### config.mk
export PLATFORM = sky130hd
export DESIGN_NAME = fir_cell
export DESIGN_NICKNAME = d
export VERILOG_FILES = /design/src/rtl/fir_filter_core_assert.svh /design/src/rtl/fir_pkg.sv /design/src/rtl/fir_cell.sv
export SDC_FILE = /design/constraint.sdc
export NUM_CORES = 1
export LEC_CHECK = 0
export BUFFER_PORTS_ARGS = -buffer_cell sky130_fd_sc_hd__buf_4
export CAP_MARGIN = 10
export CORE_MARGIN = 1
export CORE_UTILIZATION = 30
export DETAILED_ROUTE_END_ITERATION = 12
export PLACE_DENSITY = 0.67
export SETUP_SLACK_MARGIN = 0.05
export SYNTH_ARGS = -nofsm -noshare
export SYNTH_HDL_FRONTEND = slang
export SYNTH_SLANG_ARGS = --single-unit
### constraint.sdc
create_clock -name clock -period 1.48 [get_ports clock]
set_clock_uncertainty 0.15 [all_clocks]
set_input_delay 0.37 -clock clock [delete_from_list [all_inputs] [get_ports clock]]
set_output_delay 0.37 -clock clock [all_outputs]
set_load 0.05 [all_outputs]
### src/rtl/fir_filter_core_assert.svh
// Assertion macros shared by the FIR filter RTL
`ifndef FIR_FILTER_CORE_ASSERT_SVH
`define FIR_FILTER_CORE_ASSERT_SVH

// Check a property on every rising clock edge outside reset
`define FIR_ASSERT(label, prop, msg) \
   label: assert property (@(posedge clock) disable iff (reset) (prop)) else $error(msg);

// Check that a condition implies a consequence in the following cycle
`define FIR_ASSERT_NEXT(label, cond, conseq, msg) \
   label: assert property (@(posedge clock) disable iff (reset) (cond) |=> (conseq)) \
      else $error(msg);

`endif

### src/rtl/fir_pkg.sv
// Package with constants, types and codes of the FIR filter
package fir_pkg;

   // Number of taps built into the cell row
   localparam int TAPS = 256;

   // Field widths
   localparam int SAMPLE_W = 16;
   localparam int COEF_W   = 18;
   localparam int INDEX_W  = 8;
   localparam int COUNT_W  = 9;
   localparam int PROD_W   = SAMPLE_W + COEF_W;
   localparam int ACC_W    = 46;

   // Tap counter and compare widths
   localparam int CNT_W = (TAPS > 1) ? $clog2(TAPS) : 1;
   localparam int CMP_W = (CNT_W > COUNT_W) ? CNT_W : COUNT_W;

   // Reset value of the tap count register
   localparam logic [COUNT_W-1:0] TAP_COUNT_RESET = COUNT_W'(256);

   // Operation codes of an input beat
   typedef enum logic {
      OP_FILTER = 1'b0,
      OP_COEF   = 1'b1
   } fir_op_type;

   // Sequencer states
   typedef enum logic [1:0] {
      ST_IDLE,
      ST_RUN,
      ST_DRAIN,
      ST_DONE
   } fir_state_type;

   // Control broadcast to every cell of the row
   typedef struct packed {
      logic shift;
      logic rotate;
   } fir_cell_ctrl_type;

   // Control of the multiply-accumulate unit
   typedef struct packed {
      logic clear;
      logic take;
   } fir_mac_ctrl_type;

endpackage

### src/rtl/fir_cell.sv
// One tap cell: holds one history sample and one coefficient
module fir_cell
   import fir_pkg::*;
(
   input  logic                       clock,
   input  logic                       reset,
   input  fir_cell_ctrl_type          ctrl,
   input  logic                       load,
   input  logic signed [SAMPLE_W-1:0] hist_prev,
   input  logic signed [SAMPLE_W-1:0] hist_next,
   input  logic signed [COEF_W-1:0]   coef_next,
   input  logic signed [COEF_W-1:0]   coef_wdata,
   output logic signed [SAMPLE_W-1:0] hist_q,
   output logic signed [COEF_W-1:0]   coef_q
);

   logic signed [SAMPLE_W-1:0] hist_ff;
   logic signed [SAMPLE_W-1:0] hist_in;
   logic signed [COEF_W-1:0]   coef_ff;
   logic signed [COEF_W-1:0]   coef_in;

   // Shift a new sample in, or rotate the ring towards the head
   always_comb begin
      priority if (ctrl.shift) begin
         hist_in = hist_prev;
      end else if (ctrl.rotate) begin
         hist_in = hist_next;
      end else begin
         hist_in = hist_ff;
      end
   end

   // Rotate coefficients with the history, or take a write
   always_comb begin
      priority if (ctrl.rotate) begin
         coef_in = coef_next;
      end else if (load) begin
         coef_in = coef_wdata;
      end else begin
         coef_in = coef_ff;
      end
   end

   always_ff @(posedge clock) begin
      if (reset) begin
         hist_ff <= '0;
         coef_ff <= '0;
      end else begin
         hist_ff <= hist_in;
         coef_ff <= coef_in;
      end
   end

   assign hist_q = hist_ff;
   assign coef_q = coef_ff;

endmodule

======== After elaboration in Yosys (flattened, before gate mapping) ========
Cells that the tools add are included.
word-level totals
  bits in registers ....................... 34
  bits of input ports ..................... 73
  output and inout bits ................... 34
operators by class
  mux-type cells .......................... 4
  reduce and logical (&&, ||, !) cells .... 2
operators by type and width
  operator           count
  $mux 18            2
  $mux 16            2
  $reduce_bool 2->1  2

======== Depth between registers and ports, before layout ========
  depth after elaboration ................. 2
  depth in mapped cells ................... 4

======== Worst setup path after synthesis ========
Ideal clock, no wire load.
  path kind ............................... input port to flip-flop
  start ................................... input load
  end ..................................... register coef_ff[7] (netlist: coef_q[7])
  setup time .............................. 133 ps
  data arrival time ....................... 923 ps
  path slack .............................. 274 ps
  stages .................................. 4
  cell sequence ........................... buf_6 > buf_12 > mux2i_1 > a211oi_2
on the way
  longest elaborated chain between the ends .. 1
RTL lines
  element                             RTL line        source
  start: declaration                  fir_cell.sv:8   input logic load,
  $reduce_bool 2->1 (no source line)  n/a
  end signal: assignment              fir_cell.sv:50  coef_ff <= coef_in;
  end: declaration                    fir_cell.sv:19  logic signed [COEF_W-1:0] coef_ff;
No other way between the ends.
A chain may end at the register's enable or synchronous reset.

======== Final worst setup path ========
  start ................................... register coef_ff[1] (netlist: coef_q[1])
  end ..................................... output coef_q[1]
RTL lines
  element           RTL line        source
  end: declaration  fir_cell.sv:14  output logic signed [COEF_W-1:0] coef_q
No word-level cell between the ends.

==> metrics.md <==
| Metric | Value |
|---|---|
| Worst Path Required | `0.96 ns` |
| Sw Ratio | `32.1%` |
| Worst Hold Depth | `3` |
| Post-synth ARST share | `0%` |
| Max-slew violations | `0` |
| Drt initial violations | `22` |
| Sequential fraction of the synthesis area | `41.9%` |
| Critical Path Sink Type | `primary output` |
| WP data arrival | `0.84 ns` |
| Crit-path max cell delay | `0.35 ns` |
| Slowest CP cell | `dfxtp_1` |
| Yosys cell types | `11` |
| Slew at the pin with the worst max-slew slack | `0.553 ns` |
| Pwr dens | `973 nW/um^2` |
| R2R Path End | `coef_q[17]` |
| DR pass1 iterations | `4` |
| Post-cts gate resize count | `0` |
| Syn-to-layout area delta | `55.8%` |
| Final period utilization | `91.8%` |
| Clk pwr share | `28.9%` |
| Hold Path End | `hist_q[8]` |
| WL per Instance | `13.4 um` |
| CTS tree | `yes` |
| Antenna Violating Nets Remaining | `0` |
| HP Class | `in -> reg` |
| CP Launch Type | `register` |
| Layout cell share with drive strength beyond 1 | `47.8%` |
| Outcome | `finished clean` |
| FF+latch count, synth | `34` |
| CP Class | `reg -> out` |
| Fmax | `0.736 GHz` |
| CTS Buffer Depth | `2` |
| Via count | `1475` |
| Antenna cells | `0` |
| RSZ-0062 raised after global routing | `false` |
| Main area contributors after synthesis | `dfxtp_1, mux2i_1, a211oi_1` |
| Post-Syn Nets | `224` |
| Buf/Inv on CP | `1` |
| Logic pwr share | `29.6%` |
| P_sw | `0.791 mW` |
| Setup bufs post-CTS | `0` |
| Gate Count Post-Synth | `151` |
| Top delay family on crit path | `flip-flops` |
| Total power | `2.46 mW` |
| Hold path start | `hist_prev[8]` |
| Starting density of the core | `31.4%` |
| Pin count of the biggest net entering global routing | `35` |
| Setup violators final | `0` |
| Flop pwr share | `41.5%` |
| Die Wd | `75.6 um` |
| Warnings from Yosys | `0` |
| Top-Level Pins | `107` |
| Worst-path clk slew | `0.07 ns` |
| Reg2Reg Depth | `2` |
| Post-Route WL | `4.36 mm` |
| Max VDD drop | `361 uV` |
| H-Tree Depth | `2` |
| Max cap viols | `0` |
| Clock sinks | `34` |
| Global placement routability congestion | `0.647` |
| Clk root buf | `clkbuf_8` |
| First-pass GRT wire length | `6.51 mm` |
| CP cell instances | `buf_4` |
| Vias in the first global route | `1394` |
| Syn_area_per_cell | `10.8 um^2` |
| DP HPWL | `3.16 mm` |
| I/O Buffers | `106` |
| Leak | `1.20 nW` |
| Gr ovfl total | `0` |
| Final setup TNS | `0 ns` |
| Worst hold slack | `0.238 ns` |
| Total Routing Usage GR | `15.7%` |
| Number of synthesized flops with an enable pin | `0` |
| Synth Flop Type | `dfxtp_1` |
| Power Internal | `1.67 mW` |
| Max_slew headroom | `63.1%` |
| Initial antenna violation count | `0` |
| Fin nets | `327` |
| Vias per cell | `4.54` |
| Synth cell count leaders | `dfxtp_1, mux2i_1, nor2b_1, a211oi_1, clkbuf_1` |
| Synth Cell Area | `1620 um^2` |
| Worst R2R Start | `coef_q[17]` |
| Area leader, netlist | `dfxtp_1` |
| Final hold violation count | `0` |
| Die Ht | `75.6 um` |
| Reg2reg setup slack | `0.54 ns` |
| Num CTS Buffers | `5` |
| Post-synth top area share | `41.9%` |
| Die area | `5710 um^2` |
| FP Rows | `26` |
| Clock latency on the worst-skew pair | `0.27 ns` |
| Core area | `5170 um^2` |
| Drt drc | `0` |
| Peak fanout along the critical path | `2` |
| Post-CTS Hold Fix Bufs | `0` |
| Minimum clock period | `1.36 ns` |
-- area by class of cell --
cell class	instances	area (um^2)
multi-input combinational	102	828
tap	70	87.6
clock inverter	2	12.5
fill	501	2640
inverter	2	7.51
timing repair buffer	109	831
clock buffer	6	82.6
sequential	34	681
-- sequential cells by signal, summed over array words and instances, names as in the netlist --
name	flops
hist_q	16
coef_q	18
-- cells by family after synthesis --
kind of cell           after synthesis  share of synthesized area, %
multiplexers                        34                          21.0
buffers and inverters               15                          7.09
AND/OR/NAND/NOR                     34                          13.1
AO/OA/AOI/OAI                       34                          16.9
flip-flops                          34                          41.9
-- worst reg2reg max path: stages (launching register included) --
cell,delay (ns)
dfxtp_1,0.35
mux2i_1,0.08
a211oi_1,0.27
-- cell usage in the layout (no fill, tap or decap), drive strengths merged --
master	instances
dfxtp	34
inv	2
buf	109
clkbuf	6
clkinv	1
a211oi	34
clkinvlp	1
nor2b	34
mux2i	34
-- power groups by stage --
stage | logic [mW] | clock network, mW | registers (mW)
after floorplan | 0.208 | 0 | 1.28
after global placement | 0.726 | 0 | 1.04
after detailed placement | 0.733 | 0 | 1.04
after CTS | 0.736 | 0.743 | 1.02
after global routing | 0.775 | 0.789 | 1.03
final | 0.728 | 0.712 | 1.02
-- per-stage QoR --
step | util (%) | instance area, um^2 | setup WS, ns | cells
floorplan | - | 1620 | 0.274 | 151
global route | 48.9 | 2530 | 0.0644 | 325
detailed placement | 47.1 | 2430 | 0.0802 | 317
global placement | 47.1 | 2430 | 0.129 | 317
CTS | 48.9 | 2530 | 0.0934 | 325
finish | 48.9 | 2530 | 0.121 | 325
-- worst max-delay path by stage --
stage / endpoint / slack (ns) / cells past startpoint / start
6_report: coef_q[1] / 0.12 / 1 / coef_q[1]
4_1_cts: hist_q[10] / 0.09 / 1 / hist_q[10]
3_3_place_gp: hist_q[0] / 0.13 / 3 / ctrl[1]
3_5_place_dp: hist_q[11] / 0.08 / 3 / ctrl[1]
5_1_grt: hist_q[10] / 0.06 / 1 / hist_q[10]
2_1_floorplan: coef_q[7] / 0.27 / 4 / load
-- per-layer routing --
metal | GRT usage, % | wire [um]
met3 | 7.01 | 454
met1 | 19.1 | 1960
met2 | 24.8 | 1920
met4 | 4.94 | 25
met5 | 0 | 0
Power figures use the tool's default switching activity.
