### config.mk
export PLATFORM = sky130hd
export DESIGN_NAME = fir_mac
export DESIGN_NICKNAME = d
export VERILOG_FILES = /design/src/rtl/fir_filter_core_assert.svh /design/src/rtl/fir_pkg.sv /design/src/rtl/fir_mac.sv
export SDC_FILE = /design/constraint.sdc
export NUM_CORES = 1
export LEC_CHECK = 0
export BUFFER_PORTS_ARGS = -buffer_cell sky130_fd_sc_hd__buf_2
export CAP_MARGIN = 5
export CORE_UTILIZATION = 40
export DETAILED_ROUTE_END_ITERATION = 10
export MAX_ROUTING_LAYER = met4
export PLACE_DENSITY = 0.58
export SLEW_MARGIN = 30
export SYNTH_ARGS = -nofsm -noshare
export SYNTH_HDL_FRONTEND = slang
export SYNTH_SLANG_ARGS = --single-unit
### constraint.sdc
create_clock -name clock -period 10.45 [get_ports clock]
set_input_delay 0 -clock clock [delete_from_list [all_inputs] [get_ports clock]]
set_output_delay 0 -clock clock [all_outputs]
set_load 0.005 [all_outputs]
### src/rtl/fir_filter_core_assert.svh
// Assertion macros shared by the FIR filter RTL
`ifndef FIR_FILTER_CORE_ASSERT_SVH
`define FIR_FILTER_CORE_ASSERT_SVH

// Check a property on every rising clock edge outside reset
`define FIR_ASSERT(label, prop, msg) \
   label: assert property (@(posedge clock) disable iff (reset) (prop)) else $error(msg);

// Check that a condition implies a consequence in the following cycle
`define FIR_ASSERT_NEXT(label, cond, conseq, msg) \
   label: assert property (@(posedge clock) disable iff (reset) (cond) |=> (conseq)) \
      else $error(msg);

`endif

### src/rtl/fir_pkg.sv
// Package with constants, types and codes of the FIR filter
package fir_pkg;

   // Number of taps built into the cell row
   localparam int TAPS = 256;

   // Field widths
   localparam int SAMPLE_W = 16;
   localparam int COEF_W   = 18;
   localparam int INDEX_W  = 8;
   localparam int COUNT_W  = 9;
   localparam int PROD_W   = SAMPLE_W + COEF_W;
   localparam int ACC_W    = 46;

   // Tap counter and compare widths
   localparam int CNT_W = (TAPS > 1) ? $clog2(TAPS) : 1;
   localparam int CMP_W = (CNT_W > COUNT_W) ? CNT_W : COUNT_W;

   // Reset value of the tap count register
   localparam logic [COUNT_W-1:0] TAP_COUNT_RESET = COUNT_W'(256);

   // Operation codes of an input beat
   typedef enum logic {
      OP_FILTER = 1'b0,
      OP_COEF   = 1'b1
   } fir_op_type;

   // Sequencer states
   typedef enum logic [1:0] {
      ST_IDLE,
      ST_RUN,
      ST_DRAIN,
      ST_DONE
   } fir_state_type;

   // Control broadcast to every cell of the row
   typedef struct packed {
      logic shift;
      logic rotate;
   } fir_cell_ctrl_type;

   // Control of the multiply-accumulate unit
   typedef struct packed {
      logic clear;
      logic take;
   } fir_mac_ctrl_type;

endpackage

### src/rtl/fir_mac.sv
// Multiply-accumulate unit at the head of the cell ring
module fir_mac
   import fir_pkg::*;
(
   input  logic                       clock,
   input  logic                       reset,
   input  fir_mac_ctrl_type           ctrl,
   input  logic signed [SAMPLE_W-1:0] hist,
   input  logic signed [COEF_W-1:0]   coef,
   output logic signed [ACC_W-1:0]    acc
);

   logic signed [PROD_W-1:0] prod_ff;
   logic signed [PROD_W-1:0] prod_in;
   logic                     prod_vld_ff;
   logic                     prod_vld_in;
   logic signed [ACC_W-1:0]  acc_ff;
   logic signed [ACC_W-1:0]  acc_in;

   // Register the product of the head tap
   always_comb begin
      prod_in     = hist * coef;
      prod_vld_in = ctrl.take;
   end

   // Clear at the start of a sample, else add the registered product
   always_comb begin
      priority if (ctrl.clear) begin
         acc_in = '0;
      end else if (prod_vld_ff) begin
         acc_in = acc_ff + ACC_W'(prod_ff);
      end else begin
         acc_in = acc_ff;
      end
   end

   always_ff @(posedge clock) begin
      if (reset) begin
         prod_vld_ff <= 1'b0;
      end else begin
         prod_vld_ff <= prod_vld_in & ~ctrl.clear;
      end
   end

   always_ff @(posedge clock) begin
      prod_ff <= prod_in;
      acc_ff  <= acc_in;
   end

   assign acc = acc_ff;

endmodule

; Yosys cells after proc, flatten, opt, wreduce, memory -nomap -nowiden
; Cells that the tools add are included.
[word_totals]
reg_bits = 81
latchBits = 0
ram_bits = 0
romBits = 0
inputBits = 38
word_cells = 7
memories = 0
[classes]
addsub = 1
n_mul = 1
n_div = 0
magnitude_cmp = 0
eq_ne = 0
shift = 0
mux = 0
bitwise_logic = 2
n_reduce_logical = 0
[ops]
columns = cell, n
row1 = adder 46 x 34 -> 46 bit, 1
row2 = multiplier 16 x 18 -> 34 bit, 1
row3 = bitwise AND 1 bit, 1
row4 = inverter 1 bit, 1

; Longest topological paths before layout
; Gate-level depths: netlist of run 1.
[depth]
depth_word = 2
mapped_depth = 24
mapped_depth_nobuf = 22

; Worst setup path before layout of run 1
; No wires, ideal clock.
[synth_timing]
kind = input to register
startpoint = in hist[7]
endpoint = reg prod_ff[33]
arrival_ns = 5.559
slack_ns = 4.764
cell_stages = 24
path_buffers = 2
path_cell_list = clkbuf_1 -> clkbuf_1 -> nand2_1 -> fa_1 -> inv_1 -> fa_1 -> inv_1 -> fa_1 -> inv_1 -> fa_1 -> fa_1 -> inv_1 -> fa_1 -> inv_1 -> ha_1 -> and3_1 -> and2_1 -> nor3_1 -> o21ai_1 -> nand3_1 -> a31oi_1 -> nor2_1 -> o31a_1 -> or3_1
[synth_between]
elab_chain_len = 1
[synth_rtl]
columns = item, line_no
row1 = "start, declared", fir_mac.sv:8  ; input logic signed [SAMPLE_W-1:0] hist,
row2 = multiplier 16 x 18 -> 34 bit, fir_mac.sv:22  ; prod_in = hist * coef;
row3 = named net prod_in[33], fir_mac.sv:14  ; logic signed [PROD_W-1:0] prod_in;
row4 = "end signal, assigned", fir_mac.sv:46  ; prod_ff <= prod_in;
row5 = "end, declared", fir_mac.sv:13  ; logic signed [PROD_W-1:0] prod_ff;
; The timed path passes the listed nets, and every way through them passes these cells.
; A chain may end at the register's enable or synchronous reset.

; Worst setup path in the final report of run 1
[layout_timing]
startpoint = in hist[4]
endpoint = reg prod_ff[21]
; The elaborated chain is that of the path after synthesis.

==> results of run 1 <==
[state kept, by name, summed over array words and instances (netlist names)]
signal       flops
prod_vld_ff      1
prod_ff         34
acc             46
[repair_timing]
action	4_1_cts	5_1_grt
hold buffers	2	0
resized for setup	0	0
endpoints found under the hold margin	1	0
[worst max-delay path by stage]
stage | cells after the start | end
after global placement | 20 | prod_ff[33]$_DFF_P_
final | 21 | prod_ff[21]$_DFF_P_
after floorplan | 24 | prod_ff[33]$_DFF_P_
after global routing | 20 | prod_ff[21]$_DFF_P_
after detailed placement | 20 | prod_ff[33]$_DFF_P_
after CTS | 20 | prod_ff[33]$_DFF_P_
[final cells by class]
class / count / share of cell area [%]
well taps: 518 / 3.86
clock buffers: 12 / 1.47
flip-flops and latches: 81 / 9.66
multi-input cells: 1277 / 74.4
inverters: 336 / 7.51
clock inverters: 4 / 0.454
repair buffers: 87 / 2.68
[layout by cell type (no fill, tap or decap), types with 10 or more instances in the layout]
cell	count
sky130_fd_sc_hd__buf_2	83
sky130_fd_sc_hd__xnor2_1	42
sky130_fd_sc_hd__nor2_1	97
sky130_fd_sc_hd__a211oi_1	12
sky130_fd_sc_hd__mux2i_1	24
sky130_fd_sc_hd__nor3_1	18
sky130_fd_sc_hd__fa_1	291
sky130_fd_sc_hd__ha_1	131
sky130_fd_sc_hd__a21oi_1	59
sky130_fd_sc_hd__a21o_1	24
sky130_fd_sc_hd__o21bai_1	10
sky130_fd_sc_hd__nand3_1	16
sky130_fd_sc_hd__nand4_1	10
sky130_fd_sc_hd__o21ai_0	36
sky130_fd_sc_hd__inv_1	336
sky130_fd_sc_hd__and2_1	145
sky130_fd_sc_hd__a31oi_1	16
sky130_fd_sc_hd__dfxtp_1	80
sky130_fd_sc_hd__and3_1	14
sky130_fd_sc_hd__nand2_1	185
sky130_fd_sc_hd__xor2_1	25
[kinds of logic (layout without fill, tap and decap cells)]
kind of cell	Yosys count	in the layout
xor gates and xnor gates	67	67
muxes	24	24
buffers and inverters	391	439
DFF	81	81
adders and majority gates	422	422
and+or+nand+nor	535	535
AOI/OAI and AO/OA	229	229
[critical path, stage by stage]
cell and delay (ns):
sky130_fd_sc_hd__buf_2 0.24, sky130_fd_sc_hd__and2_1 0.24, sky130_fd_sc_hd__fa_1 0.53, sky130_fd_sc_hd__inv_1 0.05
sky130_fd_sc_hd__fa_1 0.47, sky130_fd_sc_hd__fa_1 0.51, sky130_fd_sc_hd__inv_1 0.05, sky130_fd_sc_hd__fa_1 0.48
sky130_fd_sc_hd__fa_1 0.50, sky130_fd_sc_hd__inv_1 0.05, sky130_fd_sc_hd__fa_1 0.48, sky130_fd_sc_hd__inv_1 0.04
sky130_fd_sc_hd__ha_1 0.35, sky130_fd_sc_hd__a22o_1 0.20, sky130_fd_sc_hd__o41ai_1 0.57, sky130_fd_sc_hd__nand2_1 0.22
sky130_fd_sc_hd__a21oi_1 0.31, sky130_fd_sc_hd__o21bai_1 0.11, sky130_fd_sc_hd__a21oi_1 0.26, sky130_fd_sc_hd__o21a_1 0.15
sky130_fd_sc_hd__nor3_1 0.07
[metrics by stage]
step | util (%) | setup WS, ns | std cells | cell area, um2
detailed placement | 42.7 | 4.30 | 2297 | 16500
CTS | 43.6 | 4.65 | 2315 | 16800
global placement | 42.7 | 4.41 | 2297 | 16500
global route | 43.6 | 4.44 | 2315 | 16800
floorplan | - | 4.76 | 1749 | 15600
finish | 43.6 | 4.77 | 2315 | 16800
[metal layers]
metal  wire (um)  global-route usage [%]  share of wire [%]
met5           0                       -                  0
met4         660                    4.78                1.7
met3        1210                    1.20                3.1
met2       18600                    33.4                 48
met1       18200                    28.0                 47
==> flow_summary.toml, run 1 <==
[status]
run_status = "finished, final reports clean"

[run]
drv_cap = 0

[clock_tree]
clock_tree_from_tritoncts = "yes"
cts_post_setup_buffers_inserted = 0
number_of_buffers_created_by_cts = 9
worstSkewPairLatency_ns = 0.33
clock-root-buffer = "sky130_fd_sc_hd__clkbuf_16"
h-tree-depth = 3
clock_sinks = 81
cts.clk_slew.worst_paths_ns = 0.06
cts_max_path_buffers = 2

[sta]
timing.max_slew.rel_slack_pct = 42.5
tightest_slew_ns = 0.862
fin_skew_ns = 0.00751
hold_violations = 0
final_period_minus_worst_setup_slack_ns = 5.68
max_freq_mhz = 176
rsz0062_at_grt = "no"
setup-tns-final_ns = 0
final_max_slew_viol_count = 0
finalCritPeriodShare_pct = 54.4
holdWs_ns = 0.161
finalSetupViolations = 0

[layout]
num-fill-cells = 3830
final_nets = 2252
n_antenna_cell = 0
sequential_cell_area_um2 = 1620
flow.area_growth_from_synthesis_pct = 7.56
area_of_the_multi_input_gates_um2 = 12500
final_layout_size_suffix_gt1_share_pct = 7.18

[synthesis]
synth_largest_area_cell = "sky130_fd_sc_hd__fa_1"
synth_area_per_cell_um2 = 8.93
synthesis.instances = 1749
synth_fp_nets = 2209
synth-main-ff-cell = "sky130_fd_sc_hd__dfxtp_1"
synthXorXnorAreaFrac_pct = 3.76
synth-async-reset-ratio_pct = 0
ys_types = 75
synth_compound_gate_area_share_pct = 9.94
count_of_state_elements_after_synthesis = 81
synth.area.mux_share_pct = 1.54
library_cell_with_the_highest_instance_count_after_synthesis = "sky130_fd_sc_hd__inv_1"
synth_area_um2 = 15600
post_synth_and_or_nand_nor_area_fraction_pct = 17.0
yosysWarnings = 0
synth_sequential_area_ratio_pct = 10.4
synth_adder_area_share_pct = 47.8
yosys-top-cells-count = "336 x sky130_fd_sc_hd__inv_1, 291 x sky130_fd_sc_hd__fa_1, 185 x sky130_fd_sc_hd__nand2_1, 145 x sky130_fd_sc_hd__and2_1, 131 x sky130_fd_sc_hd__ha_1"
synth-edff-count = 0
synth_top_cells_by_area = "sky130_fd_sc_hd__fa_1 37%, sky130_fd_sc_hd__ha_1 10%, sky130_fd_sc_hd__dfxtp_1 10%"
yosys_top_cell_area_share_pct = 37.3
synth_top_family_by_area = "adder cells"

[hold_path]
hold_start = "hist[0]"
worstHoldPathCells = 2
holdPathEnd = "prod_ff[0]$_DFF_P_"
worstHoldPathType = "in -> reg"

[die]
initial_util_pct = 40.5
floorplan.io_pins = 84
die_w_um = 200
core_area_um2 = 38600
rows = 72
full_die_area_um2 = 39800
die_h_um = 200

[grt]
grtUsageTotal_pct = 20.5
first_pass_grt_wire_length_mm = 62.5
antenna_found_initial = 0
grt_start_max_net_pins = 60
via_count_of_the_first_global_routing_pass = 12000
gr-total-overflow = 0

[drt]
drt_first_iter_violations = 505
detail_route.vias_per_cell = 5.07
avgRoutedWirePerCell_um = 16.7
detailroute.via_count = 11700
detailedRoute.firstPassIterationCount = 5
antenna_violating_nets_post_route = 0
drc = 0
drt-total-wl_mm = 38.6

[worst_setup_path]
r2r-end = "acc[45]$_SDFFE_PP0P_"
setup.reg_to_reg.worst_slack_ns = 7.39
setup.worst_path.class = "in -> reg"
crit-reg2reg-launch = "prod_ff[33]$_DFF_P_"
cp_data_arrival_time_ns = 5.88
timing.reg2reg.worst_path_depth = 10
worst-path-max-fanout = 18
critPathRequiredTime_ns = 10.65
cp-end-kind = "flop"
crit_start = "hist[4]"
worst_setup_path_start_kind = "input port"

[placement]
number_of_buffers_inserted_by_port_buffering = 83
globalplace.congestion = 0.877
hpwl_mm = 31.9
Power of run 1 is not shown: default switching activity piles up to over one toggle a cycle in this logic, so the estimate is an artifact.
==> run 2: changes to the inputs <==
Clock period 10.45 ns to 5.25 ns, I/O delays scaled along.
==> run 2 against run 1 <==
  * Setup slack got worse by 4.6 ns
  * Final cell count increased by 6.1%
  * Sequential cell count unchanged
  * Routed wire length decreased by 3.4%
  * Clock-buffer cell count decreased by 2
  * Critical path type unchanged
  * Critical path depth unchanged
  * Sequential share of layout area decreased by 0.81 points
  * Final area increased by 9.1%
  * Non-clock buffer count increased by 142
  * Worst hold slack improved by 0.024 ns
  * First-iteration DRC count increased by 4.4%
==> flow_summary.toml, run 2 (synthesis gave the netlist of run 1 again) <==
[grt]
first_pass_grt_wire_length_mm = 62.7
grt_start_max_net_pins = 60
antenna_found_initial = 0
via_count_of_the_first_global_routing_pass = 12700
gr-total-overflow = 0
grtUsageTotal_pct = 20.1

[clock_tree]
number_of_buffers_created_by_cts = 9
cts.clk_slew.worst_paths_ns = 0.06
clock_tree_from_tritoncts = "yes"
cts_max_path_buffers = 2
clock-root-buffer = "sky130_fd_sc_hd__clkbuf_16"
worstSkewPairLatency_ns = 0.34
clock_sinks = 81
h-tree-depth = 3

[hold_path]
worstHoldPathType = "in -> reg"

[drt]
drc = 0
avgRoutedWirePerCell_um = 15.2
antenna_violating_nets_post_route = 0
detailedRoute.firstPassIterationCount = 5
drt_first_iter_violations = 527
detail_route.vias_per_cell = 4.94
drt-total-wl_mm = 37.3
detailroute.via_count = 12100

[die]
core_area_um2 = 38600
die_h_um = 200
initial_util_pct = 40.5
rows = 72
full_die_area_um2 = 39800
die_w_um = 200
floorplan.io_pins = 84

[sta]
finalCritPeriodShare_pct = 96.6
timing.max_slew.rel_slack_pct = 43.5
final_period_minus_worst_setup_slack_ns = 5.07
final_max_slew_viol_count = 0
hold_violations = 0
finalSetupViolations = 0
max_freq_mhz = 197
fin_skew_ns = 0.00691
tightest_slew_ns = 0.847

[worst_setup_path]
critPathRequiredTime_ns = 5.47
crit_path_max_incr_delay_ns = 0.55
worst-path-max-fanout = 9
cp_data_arrival_time_ns = 5.30
worst_setup_path_start_kind = "input port"
crit_slowest_cell = "sky130_fd_sc_hd__fa_1"
critical-path-top-cell-by-count = "sky130_fd_sc_hd__fa_1"
setup.worst_path.class = "in -> reg"
timing.critical_path.cells = "buf_8 > buf_6 > and2_4 > fa_1 > fa_1 > fa_1 > fa_1 > fa_1 > inv_2 > fa_1 > inv_2 > ha_4 > and3_4 > and3_4 > nor2_1 > o21ai_2 > nand3_2 > a31oi_4 > nor2_4 > o31a_1 > or3_1"
cp-end-kind = "flop"

[layout]
final_nets = 2394
largest_register_ff_count = 46
final_layout_size_suffix_gt1_share_pct = 17.2
final_cell_mix = "330 x sky130_fd_sc_hd__inv_1, 283 x sky130_fd_sc_hd__fa_1, 180 x sky130_fd_sc_hd__nand2_1"
n_antenna_cell = 0
post-route-cell-area_um2 = 18300
flow.area_growth_from_synthesis_pct = 17.3
layout_commonest_cell = "sky130_fd_sc_hd__inv_1"

[placement]
number_of_buffers_inserted_by_port_buffering = 83
hpwl_mm = 32.2
dpl-instance-area_um2 = 17600
globalplace.congestion = 0.869

[run]
drv_cap = 0

[status]
run_status = "finished, final reports clean"
==> run 2: cell types whose count changed in the layout (fill, tap and decap cells not counted), sizes merged <==
cell / delta
clkinvlp: +6
buf: +139
bufinv: -2
clkbuf: +1
inv: -1
clkinv: -1
==> run 2: final cells by class <==
type                            count  area, um2
Tap cell                          518        648
Timing Repair Buffer              229       1680
Fill cell                        3796      20200
Clock buffer                       10        229
Multi-Input combinational cell   1277      12800
Clock inverter                      6       45.0
Sequential cell                    81       1620
Inverter                          336       1260
==> run 2: repair_timing <==
action	CTS	global route
endpoints found under the hold margin	1	0
hold buffers	2	0
resized for setup	4	120
setup endpoints to repair	3	9
buffers inserted	0	5
pin swaps	1	35
==> run 2: metal layers <==
layer	track usage [%]	vias to the layer above	share of wire (%)
met5	-	-	0
met4	3.53	0	1.2
met3	1.45	35	3.2
met2	33.3	220	47
met1	27.3	6007	49
li1	-	5870	-
==> run 2: final timing paths <==
kind,end,depth (start not counted),slack [ns],startpoint
hold / removal,prod_ff[0]$_DFF_P_,2,0.18,hist[0]
setup reg to reg,acc[45]$_SDFFE_PP0P_,10,2.21,prod_ff[33]$_DFF_P_
hold reg to reg,acc[33]$_SDFFE_PP0P_,2,0.48,acc[33]$_SDFFE_PP0P_
setup / recovery,prod_ff[33]$_DFF_P_,21,0.18,coef[6]
==> run 2: per-stage QoR <==
| stage | cells | TNS [ns] | utilization [%] | worst slack (ns) | hold WS [ns] |
|---|---|---|---|---|---|
| floorplan | 1749 | 0 | - | 0.00320 | 0.0758 |
| global placement | 2434 | -2.06 | 45.7 | -0.364 | 0.155 |
| detailed placement | 2434 | -2.68 | 45.7 | -0.419 | 0.156 |
| CTS | 2452 | 0 | 46.5 | 0.00783 | 0.183 |
| global route | 2457 | -0.00440 | 47.5 | -0.00440 | 0.206 |
| finish | 2457 | 0 | 47.5 | 0.178 | 0.185 |
==> run 2: worst max-delay path, delay by kind of cell <==
| kind | cells | cell delay [ns] |
|---|---|---|
| buffers and inverters | 4 | 0.34 |
| AND/OR/NAND/NOR | 7 | 1.01 |
| adder cells (fa/ha/maj) | 7 | 3.34 |
| AO/OA/AOI/OAI | 3 | 0.57 |
Power of run 2 is left out for the same reason.
